**src/hdl/block_reassembly_tracker_defines.svh**
```systemverilog
// Assertion helpers used by block_reassembly_tracker.
`ifndef BLOCK_REASSEMBLY_TRACKER_DEFINES_SVH
`define BLOCK_REASSEMBLY_TRACKER_DEFINES_SVH

// Same-cycle implication, sampled on clk and held off while rst_n is low.
`define BRT_ASSERT_NOW(lbl, ante, cons) \
    lbl: assert property (@(posedge clk) disable iff (!rst_n) (ante) |-> (cons)) \
        else $error("assertion failed");

// Next-cycle implication, sampled on clk and held off while rst_n is low.
`define BRT_ASSERT_NEXT(lbl, ante, cons) \
    lbl: assert property (@(posedge clk) disable iff (!rst_n) (ante) |=> (cons)) \
        else $error("assertion failed");

`endif

```
**src/hdl/brt_pkg.sv**
```systemverilog
package brt_pkg;

    localparam int FIELD_W         = 25;
    localparam int REQ_W           = 2;
    localparam int STATUS_W        = 2;
    localparam int CFG_IDX_W       = 1;
    localparam int TABLE_DEPTH_DEF = 16;
    localparam int OFFSET_BITS_DEF = 25;

    localparam logic [FIELD_W-1:0] PIECE_SIZE_RST = 25'd262144;
    localparam logic [FIELD_W-1:0] MAX_REQ_RST    = 25'd16384;

    localparam logic [REQ_W-1:0] REQ_INSERT = 2'd0;
    localparam logic [REQ_W-1:0] REQ_PLAN   = 2'd1;
    localparam logic [REQ_W-1:0] REQ_HASH   = 2'd2;
    localparam logic [REQ_W-1:0] REQ_UNUSED = 2'd3;

    localparam logic [STATUS_W-1:0] ST_OK      = 2'd0;
    localparam logic [STATUS_W-1:0] ST_DUPL    = 2'd1;
    localparam logic [STATUS_W-1:0] ST_OVERRUN = 2'd2;
    localparam logic [STATUS_W-1:0] ST_FULL    = 2'd3;

    localparam logic [CFG_IDX_W-1:0] CFG_PIECE_SIZE = 1'd0;
    localparam logic [CFG_IDX_W-1:0] CFG_MAX_REQ    = 1'd1;

endpackage

```
**src/hdl/brt_ram.sv**
```systemverilog
module brt_ram #(
    parameter int WIDTH = 50,
    parameter int DEPTH = 16
) (
    input  logic                                 clk,
    input  logic                                 we,
    input  logic [((DEPTH > 1) ? $clog2(DEPTH) : 1)-1:0] waddr,
    input  logic [WIDTH-1:0]                     wdata,
    input  logic [((DEPTH > 1) ? $clog2(DEPTH) : 1)-1:0] raddr,
    output logic [WIDTH-1:0]                     rdata
);

    logic [WIDTH-1:0] mem [DEPTH];

    always_ff @(posedge clk)
    begin
        if (we)
        begin
            mem[waddr] <= wdata;
        end
        rdata <= mem[raddr];
    end

endmodule

```
**src/hdl/block_reassembly_tracker.sv**
```systemverilog
// Channel | Direction | Handshake            | Word
// input   | in        | in_valid / in_stall  | req_type, position, block_length, hash_ok
// output  | out       | out_valid / out_stall| status, prefix_size, piece_complete,
//         |           |                      | bytes_credited, request_size, request_end
// config  | in        | cfg_valid / cfg_ready| cfg_index, cfg_data
//
// One word is worked on at a time; in_stall is high from acceptance until the result is
// loaded into the output register. The out-of-order table sits in one RAM with a
// registered read, and each sweep reads every entry of it once.
// An insert not already covered by the prefix takes one duplicate sweep plus one sweep
// per absorbing pass; a plan takes one or more sweeps likewise, and a hash verdict takes
// no sweep. Reset clears the prefix, the valid bits and the control registers; the RAM
// itself is not cleared. A stalled result holds while the next word waits.
module block_reassembly_tracker #(
    parameter int TABLE_DEPTH = brt_pkg::TABLE_DEPTH_DEF,
    parameter int OFFSET_BITS = brt_pkg::OFFSET_BITS_DEF
) (
    input  logic                            clk,
    input  logic                            rst_n,
    input  logic                            in_valid,
    output logic                            in_stall,
    input  logic [brt_pkg::REQ_W-1:0]       req_type,
    input  logic [brt_pkg::FIELD_W-1:0]     position,
    input  logic [brt_pkg::FIELD_W-1:0]     block_length,
    input  logic                            hash_ok,
    output logic                            out_valid,
    input  logic                            out_stall,
    output logic [brt_pkg::STATUS_W-1:0]    status,
    output logic [brt_pkg::FIELD_W-1:0]     prefix_size,
    output logic                            piece_complete,
    output logic [brt_pkg::FIELD_W-1:0]     bytes_credited,
    output logic [brt_pkg::FIELD_W-1:0]     request_size,
    output logic [brt_pkg::FIELD_W-1:0]     request_end,
    input  logic                            cfg_valid,
    output logic                            cfg_ready,
    input  logic [brt_pkg::CFG_IDX_W-1:0]   cfg_index,
    input  logic [brt_pkg::FIELD_W-1:0]     cfg_data
);

    import brt_pkg::*;

`include "block_reassembly_tracker_defines.svh"

    localparam int IW = (TABLE_DEPTH > 1) ? $clog2(TABLE_DEPTH) : 1;
    localparam int CW = $clog2(TABLE_DEPTH + 1);
    localparam int XW = ((OFFSET_BITS > FIELD_W) ? OFFSET_BITS : FIELD_W) + 1;
    localparam int OB = OFFSET_BITS;
    localparam logic [XW-1:0] OFS_MAX  = (XW'(1) << OFFSET_BITS) - XW'(1);
    localparam logic [CW-1:0] DEPTH_C  = CW'(TABLE_DEPTH);
    localparam logic [IW-1:0] LAST_IDX = IW'(TABLE_DEPTH - 1);

    typedef enum logic [2:0] {
        S_IDLE, S_DUP, S_ABSORB, S_PMIN, S_PEXT, S_FINISH
    } state_t;

    // Saturate an offset at the largest value the offset width holds.
    function automatic logic [XW-1:0] sat(input logic [XW-1:0] v);
        return (v > OFS_MAX) ? OFS_MAX : v;
    endfunction

    state_t               state_reg;
    logic [REQ_W-1:0]     type_reg;
    logic [OB-1:0]        pos_reg;
    logic [OB-1:0]        len_reg;
    logic [OB-1:0]        prefix_reg;
    logic [OB-1:0]        orig_reg;
    logic [OB-1:0]        small_reg;
    logic [OB-1:0]        rend_reg;
    logic [FIELD_W-1:0]   rsize_reg;
    logic [STATUS_W-1:0]  status_reg;
    logic                 credit_en_reg;
    logic                 found_reg;
    logic                 hit_reg;
    logic [CW-1:0]        cnt_reg;
    logic [IW-1:0]        chk_idx_reg;
    logic                 chk_vld_reg;
    logic [TABLE_DEPTH-1:0] valid_reg;
    logic [FIELD_W-1:0]   piece_reg;
    logic [FIELD_W-1:0]   maxreq_reg;
    logic                 out_valid_reg;
    logic [STATUS_W-1:0]  status_out_reg;
    logic [FIELD_W-1:0]   prefix_out_reg;
    logic                 complete_out_reg;
    logic [FIELD_W-1:0]   credit_out_reg;
    logic [FIELD_W-1:0]   rsize_out_reg;
    logic [FIELD_W-1:0]   rend_out_reg;

    // Table RAM: start offset in the upper half, size in the lower half.
    logic                 ram_we;
    logic [IW-1:0]        free_idx;
    logic                 free_any;
    logic [2*OB-1:0]      rd_data;

    brt_ram #(
        .WIDTH (2 * OB),
        .DEPTH (TABLE_DEPTH)
    ) u_table (
        .clk   (clk),
        .we    (ram_we),
        .waddr (free_idx),
        .wdata ({pos_reg, len_reg}),
        .raddr (cnt_reg[IW-1:0]),
        .rdata (rd_data)
    );

    // Lowest free entry of the table.
    always_comb
    begin
        free_any = 1'b0;
        free_idx = '0;
        for (int i = TABLE_DEPTH - 1; i >= 0; i--)
        begin
            if (!valid_reg[i])
            begin
                free_any = 1'b1;
                free_idx = IW'(i);
            end
        end
    end

    logic [XW-1:0] pos_in_x, len_in_x, in_end_x, pref_x, piece_x, max_x;
    logic [XW-1:0] base_x, rsize0_x, pos_x, len_x, rend_x;
    logic [XW-1:0] s_x, e_x, abs_new_x, diff_x, rs_x, rend_c_x, ins_end_x;
    logic [OB-1:0] ent_start, ent_size, small_fin;
    logic          ent_live, sweep_end, issue, sweep_restart;
    logic          dup_hit, abs_hit, min_hit, ext_hit, found_fin;
    logic [STATUS_W-1:0] status_fin;

    assign pos_in_x  = XW'(position) & OFS_MAX;
    assign len_in_x  = XW'(block_length) & OFS_MAX;
    assign in_end_x  = pos_in_x + len_in_x;
    assign pref_x    = XW'(prefix_reg);
    assign piece_x   = XW'(piece_reg);
    assign max_x     = XW'(maxreq_reg);
    assign base_x    = (piece_x > pos_in_x) ? (piece_x - pos_in_x) : '0;
    assign rsize0_x  = (base_x > max_x) ? max_x : base_x;
    assign pos_x     = XW'(pos_reg);
    assign len_x     = XW'(len_reg);
    assign rend_x    = XW'(rend_reg);
    assign ins_end_x = sat(pos_x + len_x);

    assign ent_start = rd_data[2*OB-1:OB];
    assign ent_size  = rd_data[OB-1:0];
    assign s_x       = XW'(ent_start);
    assign e_x       = sat(s_x + XW'(ent_size));
    assign ent_live  = chk_vld_reg && valid_reg[chk_idx_reg];
    assign sweep_end = chk_vld_reg && (chk_idx_reg == LAST_IDX);
    assign issue     = (cnt_reg < DEPTH_C);

    assign dup_hit   = ent_live && (ent_start == pos_reg) && (ent_size == len_reg);
    assign abs_hit   = ent_live && (s_x <= pref_x);
    assign abs_new_x = (e_x > pref_x) ? e_x : pref_x;
    assign min_hit   = ent_live && (s_x > pos_x) && (!found_reg || (ent_start < small_reg));
    assign ext_hit   = ent_live && (s_x <= rend_x) && (e_x > rend_x);
    assign small_fin = min_hit ? ent_start : small_reg;
    assign found_fin = found_reg || min_hit;
    assign diff_x    = XW'(small_fin) - pos_x;
    assign rs_x      = (diff_x > max_x) ? max_x : diff_x;
    assign rend_c_x  = sat(pos_x + rs_x);

    // A sweep that ends and is followed straight away by another one.
    assign sweep_restart = sweep_end && (
        ((state_reg == S_DUP) && !(found_reg || dup_hit) && (pos_x <= pref_x)) ||
        ((state_reg == S_ABSORB) && (hit_reg || abs_hit)) ||
        ((state_reg == S_PMIN) && found_fin) ||
        ((state_reg == S_PEXT) && (hit_reg || ext_hit)));

    assign ram_we = (state_reg == S_DUP) && sweep_end && !(found_reg || dup_hit)
                    && (pos_x > pref_x) && free_any;

    // An item that still reports ok after an insert is flagged when it ran past the piece.
    assign status_fin = ((type_reg == REQ_INSERT) && (status_reg == ST_OK)
                         && (pref_x > piece_x)) ? ST_OVERRUN : status_reg;

    always_ff @(posedge clk or negedge rst_n)
    begin
        if (!rst_n)
        begin
            state_reg     <= S_IDLE;
            prefix_reg    <= '0;
            valid_reg     <= '0;
            piece_reg     <= PIECE_SIZE_RST;
            maxreq_reg    <= MAX_REQ_RST;
            out_valid_reg <= 1'b0;
            cnt_reg       <= '0;
            chk_vld_reg   <= 1'b0;
            chk_idx_reg   <= '0;
            found_reg     <= 1'b0;
            hit_reg       <= 1'b0;
            credit_en_reg <= 1'b0;
            status_reg    <= ST_OK;
            type_reg      <= REQ_INSERT;
        end
        else
        begin
            if (cfg_valid)
            begin
                unique case (cfg_index)
                    CFG_PIECE_SIZE: piece_reg  <= cfg_data;
                    CFG_MAX_REQ:    maxreq_reg <= cfg_data;
                endcase
            end

            // A result taken while a new one is being loaded is replaced in S_FINISH.
            if (out_valid_reg && !out_stall && (state_reg != S_FINISH))
            begin
                out_valid_reg <= 1'b0;
            end

            // Sweep engine: one read issued per cycle, its data checked once the registered read returns.
            if (state_reg == S_DUP || state_reg == S_ABSORB ||
                state_reg == S_PMIN || state_reg == S_PEXT)
            begin
                if (sweep_restart)
                begin
                    cnt_reg     <= '0;
                    chk_vld_reg <= 1'b0;
                end
                else
                begin
                    if (issue)
                    begin
                        cnt_reg <= cnt_reg + CW'(1);
                    end
                    chk_vld_reg <= issue;
                end
                chk_idx_reg <= cnt_reg[IW-1:0];
            end

            unique case (state_reg)
                S_IDLE:
                begin
                    if (in_valid)
                    begin
                        type_reg      <= req_type;
                        pos_reg       <= OB'(pos_in_x);
                        len_reg       <= OB'(len_in_x);
                        orig_reg      <= prefix_reg;
                        status_reg    <= ST_OK;
                        credit_en_reg <= 1'b0;
                        rsize_reg     <= '0;
                        rend_reg      <= '0;
                        found_reg     <= 1'b0;
                        hit_reg       <= 1'b0;
                        cnt_reg       <= '0;
                        chk_vld_reg   <= 1'b0;
                        unique case (req_type)
                            REQ_INSERT:
                            begin
                                if (in_end_x <= pref_x)
                                begin
                                    status_reg <= ST_DUPL;
                                    state_reg  <= S_FINISH;
                                end
                                else
                                begin
                                    state_reg <= S_DUP;
                                end
                            end
                            REQ_PLAN:
                            begin
                                rsize_reg <= FIELD_W'(rsize0_x);
                                rend_reg  <= OB'(sat(pos_in_x + rsize0_x));
                                state_reg <= S_PMIN;
                            end
                            REQ_HASH:
                            begin
                                if (!hash_ok)
                                begin
                                    prefix_reg <= '0;
                                end
                                state_reg <= S_FINISH;
                            end
                            default:
                            begin
                                state_reg <= S_FINISH;
                            end
                        endcase
                    end
                end

                S_DUP:
                begin
                    if (dup_hit)
                    begin
                        found_reg <= 1'b1;
                    end
                    if (sweep_end)
                    begin
                        if (found_reg || dup_hit)
                        begin
                            status_reg <= ST_DUPL;
                            state_reg  <= S_FINISH;
                        end
                        else if (pos_x <= pref_x)
                        begin
                            if (ins_end_x > pref_x)
                            begin
                                prefix_reg <= OB'(ins_end_x);
                            end
                            credit_en_reg <= 1'b1;
                            hit_reg       <= 1'b0;
                            state_reg     <= S_ABSORB;
                        end
                        else if (free_any)
                        begin
                            valid_reg[free_idx] <= 1'b1;
                            state_reg           <= S_FINISH;
                        end
                        else
                        begin
                            status_reg <= ST_FULL;
                            state_reg  <= S_FINISH;
                        end
                    end
                end

                S_ABSORB:
                begin
                    if (abs_hit)
                    begin
                        prefix_reg             <= OB'(abs_new_x);
                        valid_reg[chk_idx_reg] <= 1'b0;
                    end
                    hit_reg <= !sweep_end && (hit_reg || abs_hit);
                    if (sweep_end && !(hit_reg || abs_hit))
                    begin
                        state_reg <= S_FINISH;
                    end
                end

                S_PMIN:
                begin
                    if (min_hit)
                    begin
                        small_reg <= ent_start;
                        found_reg <= 1'b1;
                    end
                    if (sweep_end)
                    begin
                        if (found_fin)
                        begin
                            rsize_reg   <= FIELD_W'(rs_x);
                            rend_reg    <= OB'(rend_c_x);
                            hit_reg     <= 1'b0;
                            state_reg   <= S_PEXT;
                        end
                        else
                        begin
                            state_reg <= S_FINISH;
                        end
                    end
                end

                S_PEXT:
                begin
                    if (ext_hit)
                    begin
                        rend_reg <= OB'(e_x);
                    end
                    hit_reg <= !sweep_end && (hit_reg || ext_hit);
                    if (sweep_end && !(hit_reg || ext_hit))
                    begin
                        state_reg <= S_FINISH;
                    end
                end

                S_FINISH:
                begin
                    if (!out_valid_reg || !out_stall)
                    begin
                        out_valid_reg    <= 1'b1;
                        status_out_reg   <= status_fin;
                        prefix_out_reg   <= FIELD_W'(prefix_reg);
                        complete_out_reg <= (pref_x == piece_x);
                        credit_out_reg   <= credit_en_reg ? FIELD_W'(prefix_reg - orig_reg)
                                                          : '0;
                        rsize_out_reg    <= rsize_reg;
                        rend_out_reg     <= FIELD_W'(rend_reg);
                        state_reg        <= S_IDLE;
                    end
                end

                default:
                begin
                    state_reg <= S_IDLE;
                end
            endcase
        end
    end

    assign in_stall       = (state_reg != S_IDLE);
    assign cfg_ready      = 1'b1;
    assign out_valid      = out_valid_reg;
    assign status         = status_out_reg;
    assign prefix_size    = prefix_out_reg;
    assign piece_complete = complete_out_reg;
    assign bytes_credited = credit_out_reg;
    assign request_size   = rsize_out_reg;
    assign request_end    = rend_out_reg;

    // The prefix only moves backwards on a hash failure, which is taken while idle.
    `BRT_ASSERT_NEXT(a_prefix_monotone, state_reg != S_IDLE, prefix_reg >= $past(prefix_reg))
    // A stored block always lands in an entry that then reads as occupied.
    `BRT_ASSERT_NEXT(a_store_marks_valid, ram_we, valid_reg[$past(free_idx)])
    // At most one entry is taken per cycle.
    `BRT_ASSERT_NEXT(a_one_store, 1'b1,
        $countones(valid_reg) <= $past($countones(valid_reg)) + 1)

endmodule
```
**config.mk**
```make
export PLATFORM = sky130hd
export DESIGN_NAME = block_reassembly_tracker
export DESIGN_NICKNAME = d
export VERILOG_FILES = /design/src/hdl/brt_pkg.sv /design/src/hdl/brt_ram.sv /design/src/hdl/block_reassembly_tracker.sv
export VERILOG_INCLUDE_DIRS = /design/src /design/src/hdl
export SDC_FILE = /design/constraint.sdc
export NUM_CORES = 2
export LEC_CHECK = 0
export BUFFER_PORTS_ARGS = -buffer_cell sky130_fd_sc_hd__buf_2
export CORE_MARGIN = 2
export CORE_UTILIZATION = 50
export CTS_CLUSTER_SIZE = 14
export DETAILED_ROUTE_END_ITERATION = 12
export PLACE_DENSITY_LB_ADDON = 0.15
export SLEW_MARGIN = 20
export SYNTH_ARGS = -nofsm -noshare
export SYNTH_HDL_FRONTEND = slang
export SYNTH_HIERARCHICAL = 1
export SYNTH_SLANG_ARGS = --single-unit
```
**constraint.sdc**
```tcl
create_clock -name clk -period 13.65 [get_ports clk]
set_clock_uncertainty 0.05 [all_clocks]
set_input_delay 2.73 -clock clk [delete_from_list [all_inputs] [get_ports clk]]
set_output_delay 2.73 -clock clk [all_outputs]
set_load 0.05 [all_outputs]
```
==> out/results.txt <==
CTS saw 1,215 sinks. Across the VDD grid, the largest voltage drop is 0.000185 V. The die covers 128,000 sq um. For this run the aggregate overflow at the end of global routing stands at 0. The final max-slew violation count is 0, and the clock latency reported for the late side of the worst-skew pair is 0.80 ns. Counting flops and latches in the post-synthesis netlist gives 1,215.

Via count of the first global-routing pass: 40,243. The number of cell instances on the worst register-to-register path was 42. The count of distinct cell types in the synthesized netlist is 93, and the fraction of post-synthesis cell area in the top cell type by area is 50.4%.

The run gives 10 as the number of antenna violations at the first check in global routing. The part of the cycle the worst path needs works out to 88.9%. Entering global routing, the biggest net connects 104 pins. Summed over all layers, the routed wires come to 198 mm.

Yosys instantiated no cell more often than sky130_fd_sc_hd__edfxtp_1. The top fanout value on the critical path is 25, and the number of flops mapped to enable cells by yosys is 1,053. The tools report the cell internal power dissipation as 8.77 mW.

The path with the worst hold slack has its endpoint at request_size[15]. The die outline width works out to 358 um. OpenSTA, run right after detailed placement, puts the worst setup slack at 1.76 ns.

The floorplan has 129 rows. For the total of endpoints with negative setup slack in the final report, the log shows 0. For this run, the top clock speed supported by timing is 82.4 MHz. The cell area after technology mapping was 62,700 sq um. For this block, the initial DRC count from the detailed router was 4,542. For the worst setup path, the data required time is 14.19 ns. The clock tree synthesis step divided the H-tree into 4 levels. STA puts the critical path data arrival time at 12.68 ns. The final-layout worst hold slack is 0.368 ns. Worst flop-to-flop path endpoint: rend_reg[7]. Before antenna repair, the detailed router went through 6 iterations. By count the netlist is led by sky130_fd_sc_hd__edfxtp_1 (1,053), sky130_fd_sc_hd__ha_1 (502), sky130_fd_sc_hd__inv_1 (277), sky130_fd_sc_hd__nand2_1 (251), sky130_fd_sc_hd__a21oi_1 (242). At the end of the flow, the number of nets in the layout was 5,500. The async set-or-reset flop fraction in the synthesized netlist came out at 9.22%.

The min-delay analysis places its worst path in the category reg -> reg. The fraction of layout instances using a drive strength above 1 is 17.5%. Buffers placed on the I/O ports in this run total 188. The wire length of the first global-routing pass was 282 mm; the die height was 358 um. For the number of vias in the routed layout, the log shows 41,857.

For this design, the slowest cell found on the critical path is sky130_fd_sc_hd__nor4_1. Number of clock buffers inserted by TritonCTS: 131. In this run the standard cell core region covers 124,000 sq um. Once routing completed, OpenROAD measured the worst setup slack at 1.51 ns. Power spread over the standard cell area amounts to 209 nW/um^2. The met2 wirelength from detailed routing is 89.2 mm. For this design the total switching power over the nets is 5.92 mW. The weighted congestion reported at the end of routability-driven placement is 0.990. The synthesized area per cell came out at 13.5 sq um. The worst hold path depth came out at 0.

Counting every instance in the synthesized netlist gives 4,632. The number of buffers between clock root and the deepest sink came out at 3. The startpoint identified for the worst hold timing path is rsize_reg[15].

The dominant register cell in the synthesized netlist is sky130_fd_sc_hd__edfxtp_1. The tools report the normalized max-slew margin as 25.1%. For this run, the slowest stage of the critical path takes 0.86 ns. The count of warnings emitted by yosys was 6. Clock-pin slew was measured on the worst setup and hold paths at 0.07 ns. More flip-flops sit in one register than any other, and that register is u_table/mem.

The initial utilization of the core area, before any placement, comes to 50.5%. The via density per instance was 6.29. The final routed DRC violation total was 0. The worst setup path is captured at a flop.

For this design, the CTS-stage hold fixing added 0 buffers. The run gives 56.5% as the sequential-to-total area share from yosys stat. The biggest area contributor in the post-synthesis netlist is sky130_fd_sc_hd__edfxtp_1. TritonCTS built the clock tree.

The area growth from synthesis to final layout was 12.2%. The logs give 1.51 ns for the slack of the worst reg-to-reg path and 0 for the count of buffers added by post-CTS timing repair for setup. The register with the most flip-flops in the layout has 800 of them.

In the post-synthesis netlist, the biggest area contributors are sky130_fd_sc_hd__edfxtp_1 (50%), sky130_fd_sc_hd__ha_1 (10%), sky130_fd_sc_hd__mux4_2 (7.4%), sky130_fd_sc_hd__dfrtp_1 (4.4%), sky130_fd_sc_hd__mux2_2 (2.2%). The run gives 33.7% as the portion of total power attributed to sequential cells. In the final layout, the registers with the most flip-flops are u_table/mem: 800 flops, u_table/rdata: 50 flops. In this run the critical register-to-register path is launched from pos_reg[22]. The clock network burns 24.4% of the power. Synthesis produced a netlist with a net count of 5,226. After detailed routing, the wire length on met1 is 84.9 mm. Cell type with the highest occurrence count on the critical path: sky130_fd_sc_hd__ha_1. The number of gates resized after CTS was 0. The flow ran to the end, and the final reports show no timing, DRC or antenna violations. Across the run, the number of max-cap violations was 0. The run gives 41.8% as the part of the power in combinational logic. The routed design uses 17.8 mm of met3 wire.

The detail route stage leaves a number of antenna-violating nets equal to 0. The root buffer cell chosen for the clock tree is sky130_fd_sc_hd__clkbuf_16. The worst setup path is launched from a flop. The run gives 30.9% as the total track usage. After layout, the minimum clock period comes to 12.14 ns. The uppermost layer routed is met5.

190 I/O pins were placed. Detailed-route wire length per cell: 29.8 um. The final hold violation count is 0. The leakage component of the power was 26.6 nW. Slew at the pin with the worst max-slew slack: 1.11 ns. The critical path in this run is classified as reg -> reg. The total negative slack for setup checks was 0 ns. After legalization and detailed placement, the total HPWL measured 138 mm. Switching part of the total power: 40.3%. Setup repair after global routing left no endpoint under its margin.
==> area by class of cell <==
cell class                      instances  area, sq um
Antenna cell                            1         2.50
Clock buffer                          167         3540
Clock inverter                         74          832
Fill cell                           10054        53800
Inverter                              278         1040
Multi-Input combinational cell       3010        25800
Sequential cell                      1215        35400
Tap cell                             1637         2050
Timing Repair Buffer                  270         1630
==> kinds of logic after synthesis <==
| logic type | after synthesis | synth area share (%) |
|---|---|---|
| flip-flops | 1215 | 56.5 |
| AO/OA/AOI/OAI | 1091 | 11.5 |
| AND/OR/NAND/NOR | 892 | 6.90 |
| adder cells (fa/ha/maj) | 510 | 10.3 |
| buffers and inverters | 407 | 2.60 |
| multiplexers | 339 | 9.75 |
| XOR/XNOR | 177 | 2.47 |
| other | 1 | 0.00598 |
==> worst max-delay path: cells and delay by family, from the launching register on <==
| family | cells | cell delay, ns |
|---|---|---|
| flip-flops | 1 | 0.32 |
| AO/OA/AOI/OAI | 19 | 4.59 |
| adder cells (fa/ha/maj) | 4 | 1.14 |
| buffers and inverters | 4 | 1.06 |
| multiplexers | 2 | 0.85 |
| AND/OR/NAND/NOR | 13 | 3.85 |
==> layout by cell type, fill, tap and decap left out, types with 51 or more instances in the layout <==
master / Yosys / routed
sky130_fd_sc_hd__o21ai_0: 235 / 235
sky130_fd_sc_hd__nor3_1: 56 / 51
sky130_fd_sc_hd__mux4_2: 205 / 205
sky130_fd_sc_hd__inv_1: 277 / 277
sky130_fd_sc_hd__xnor2_1: 130 / 130
sky130_fd_sc_hd__edfxtp_1: 1053 / 1053
sky130_fd_sc_hd__a21oi_1: 242 / 242
sky130_fd_sc_hd__mux2_2: 122 / 122
sky130_fd_sc_hd__nand4_1: 76 / 76
sky130_fd_sc_hd__nor2_1: 230 / 214
sky130_fd_sc_hd__a22oi_1: 106 / 106
sky130_fd_sc_hd__a21o_1: 149 / 149
sky130_fd_sc_hd__clkbuf_16: 0 / 132
sky130_fd_sc_hd__nand2_1: 251 / 250
sky130_fd_sc_hd__buf_4: 13 / 77
sky130_fd_sc_hd__nand2b_1: 53 / 53
sky130_fd_sc_hd__dfrtp_1: 110 / 108
sky130_fd_sc_hd__ha_1: 502 / 502
sky130_fd_sc_hd__buf_2: 24 / 187
sky130_fd_sc_hd__nand3_1: 65 / 65
==> power groups by stage <==
stage	Combinational, mW	Clock [mW]	Sequential (mW)
global route	6.63	3.80	4.97
floorplan	4.06	0	4.81
detailed placement	5.94	0	5.01
finish	6.14	3.59	4.96
global placement	5.91	0	5.02
CTS	5.99	3.65	4.94
==> how the worst max path moves through the flow <==
stage	cells after the start	startpoint	to	slack, ns
finish	42	pos_reg[22]	rend_reg[7]	1.51
global route	42	pos_reg[10]	rend_reg[7]	0.93
CTS	42	pos_reg[21]	rend_reg[7]	1.87
detailed placement	33	position[0]	rend_reg[17]	1.76
global placement	33	position[0]	rend_reg[17]	1.82
floorplan	33	position[0]	rend_reg[13]	3.95
==> stage by stage <==
| stage | util [%] | power (mW) | cell area [sq um] | cells |
|---|---|---|---|---|
| after floorplan | - | 8.87 | 62700 | 4632 |
| after global placement | 53.1 | 10.9 | 65900 | 6406 |
| after detailed placement | 53.1 | 11.0 | 65900 | 6407 |
| after CTS | 56.6 | 14.6 | 70300 | 6648 |
| after global routing | 56.7 | 15.4 | 70400 | 6651 |
| final | 56.7 | 14.7 | 70400 | 6652 |
==> metal layers <==
layer / up-vias / global-route usage, %
met5: - / 0
met4: 6 / 9.28
met3: 330 / 7.23
met2: 1727 / 47.6
met1: 21252 / 43.6
li1: 18542 / -
(Power assumes the default switching activity.)
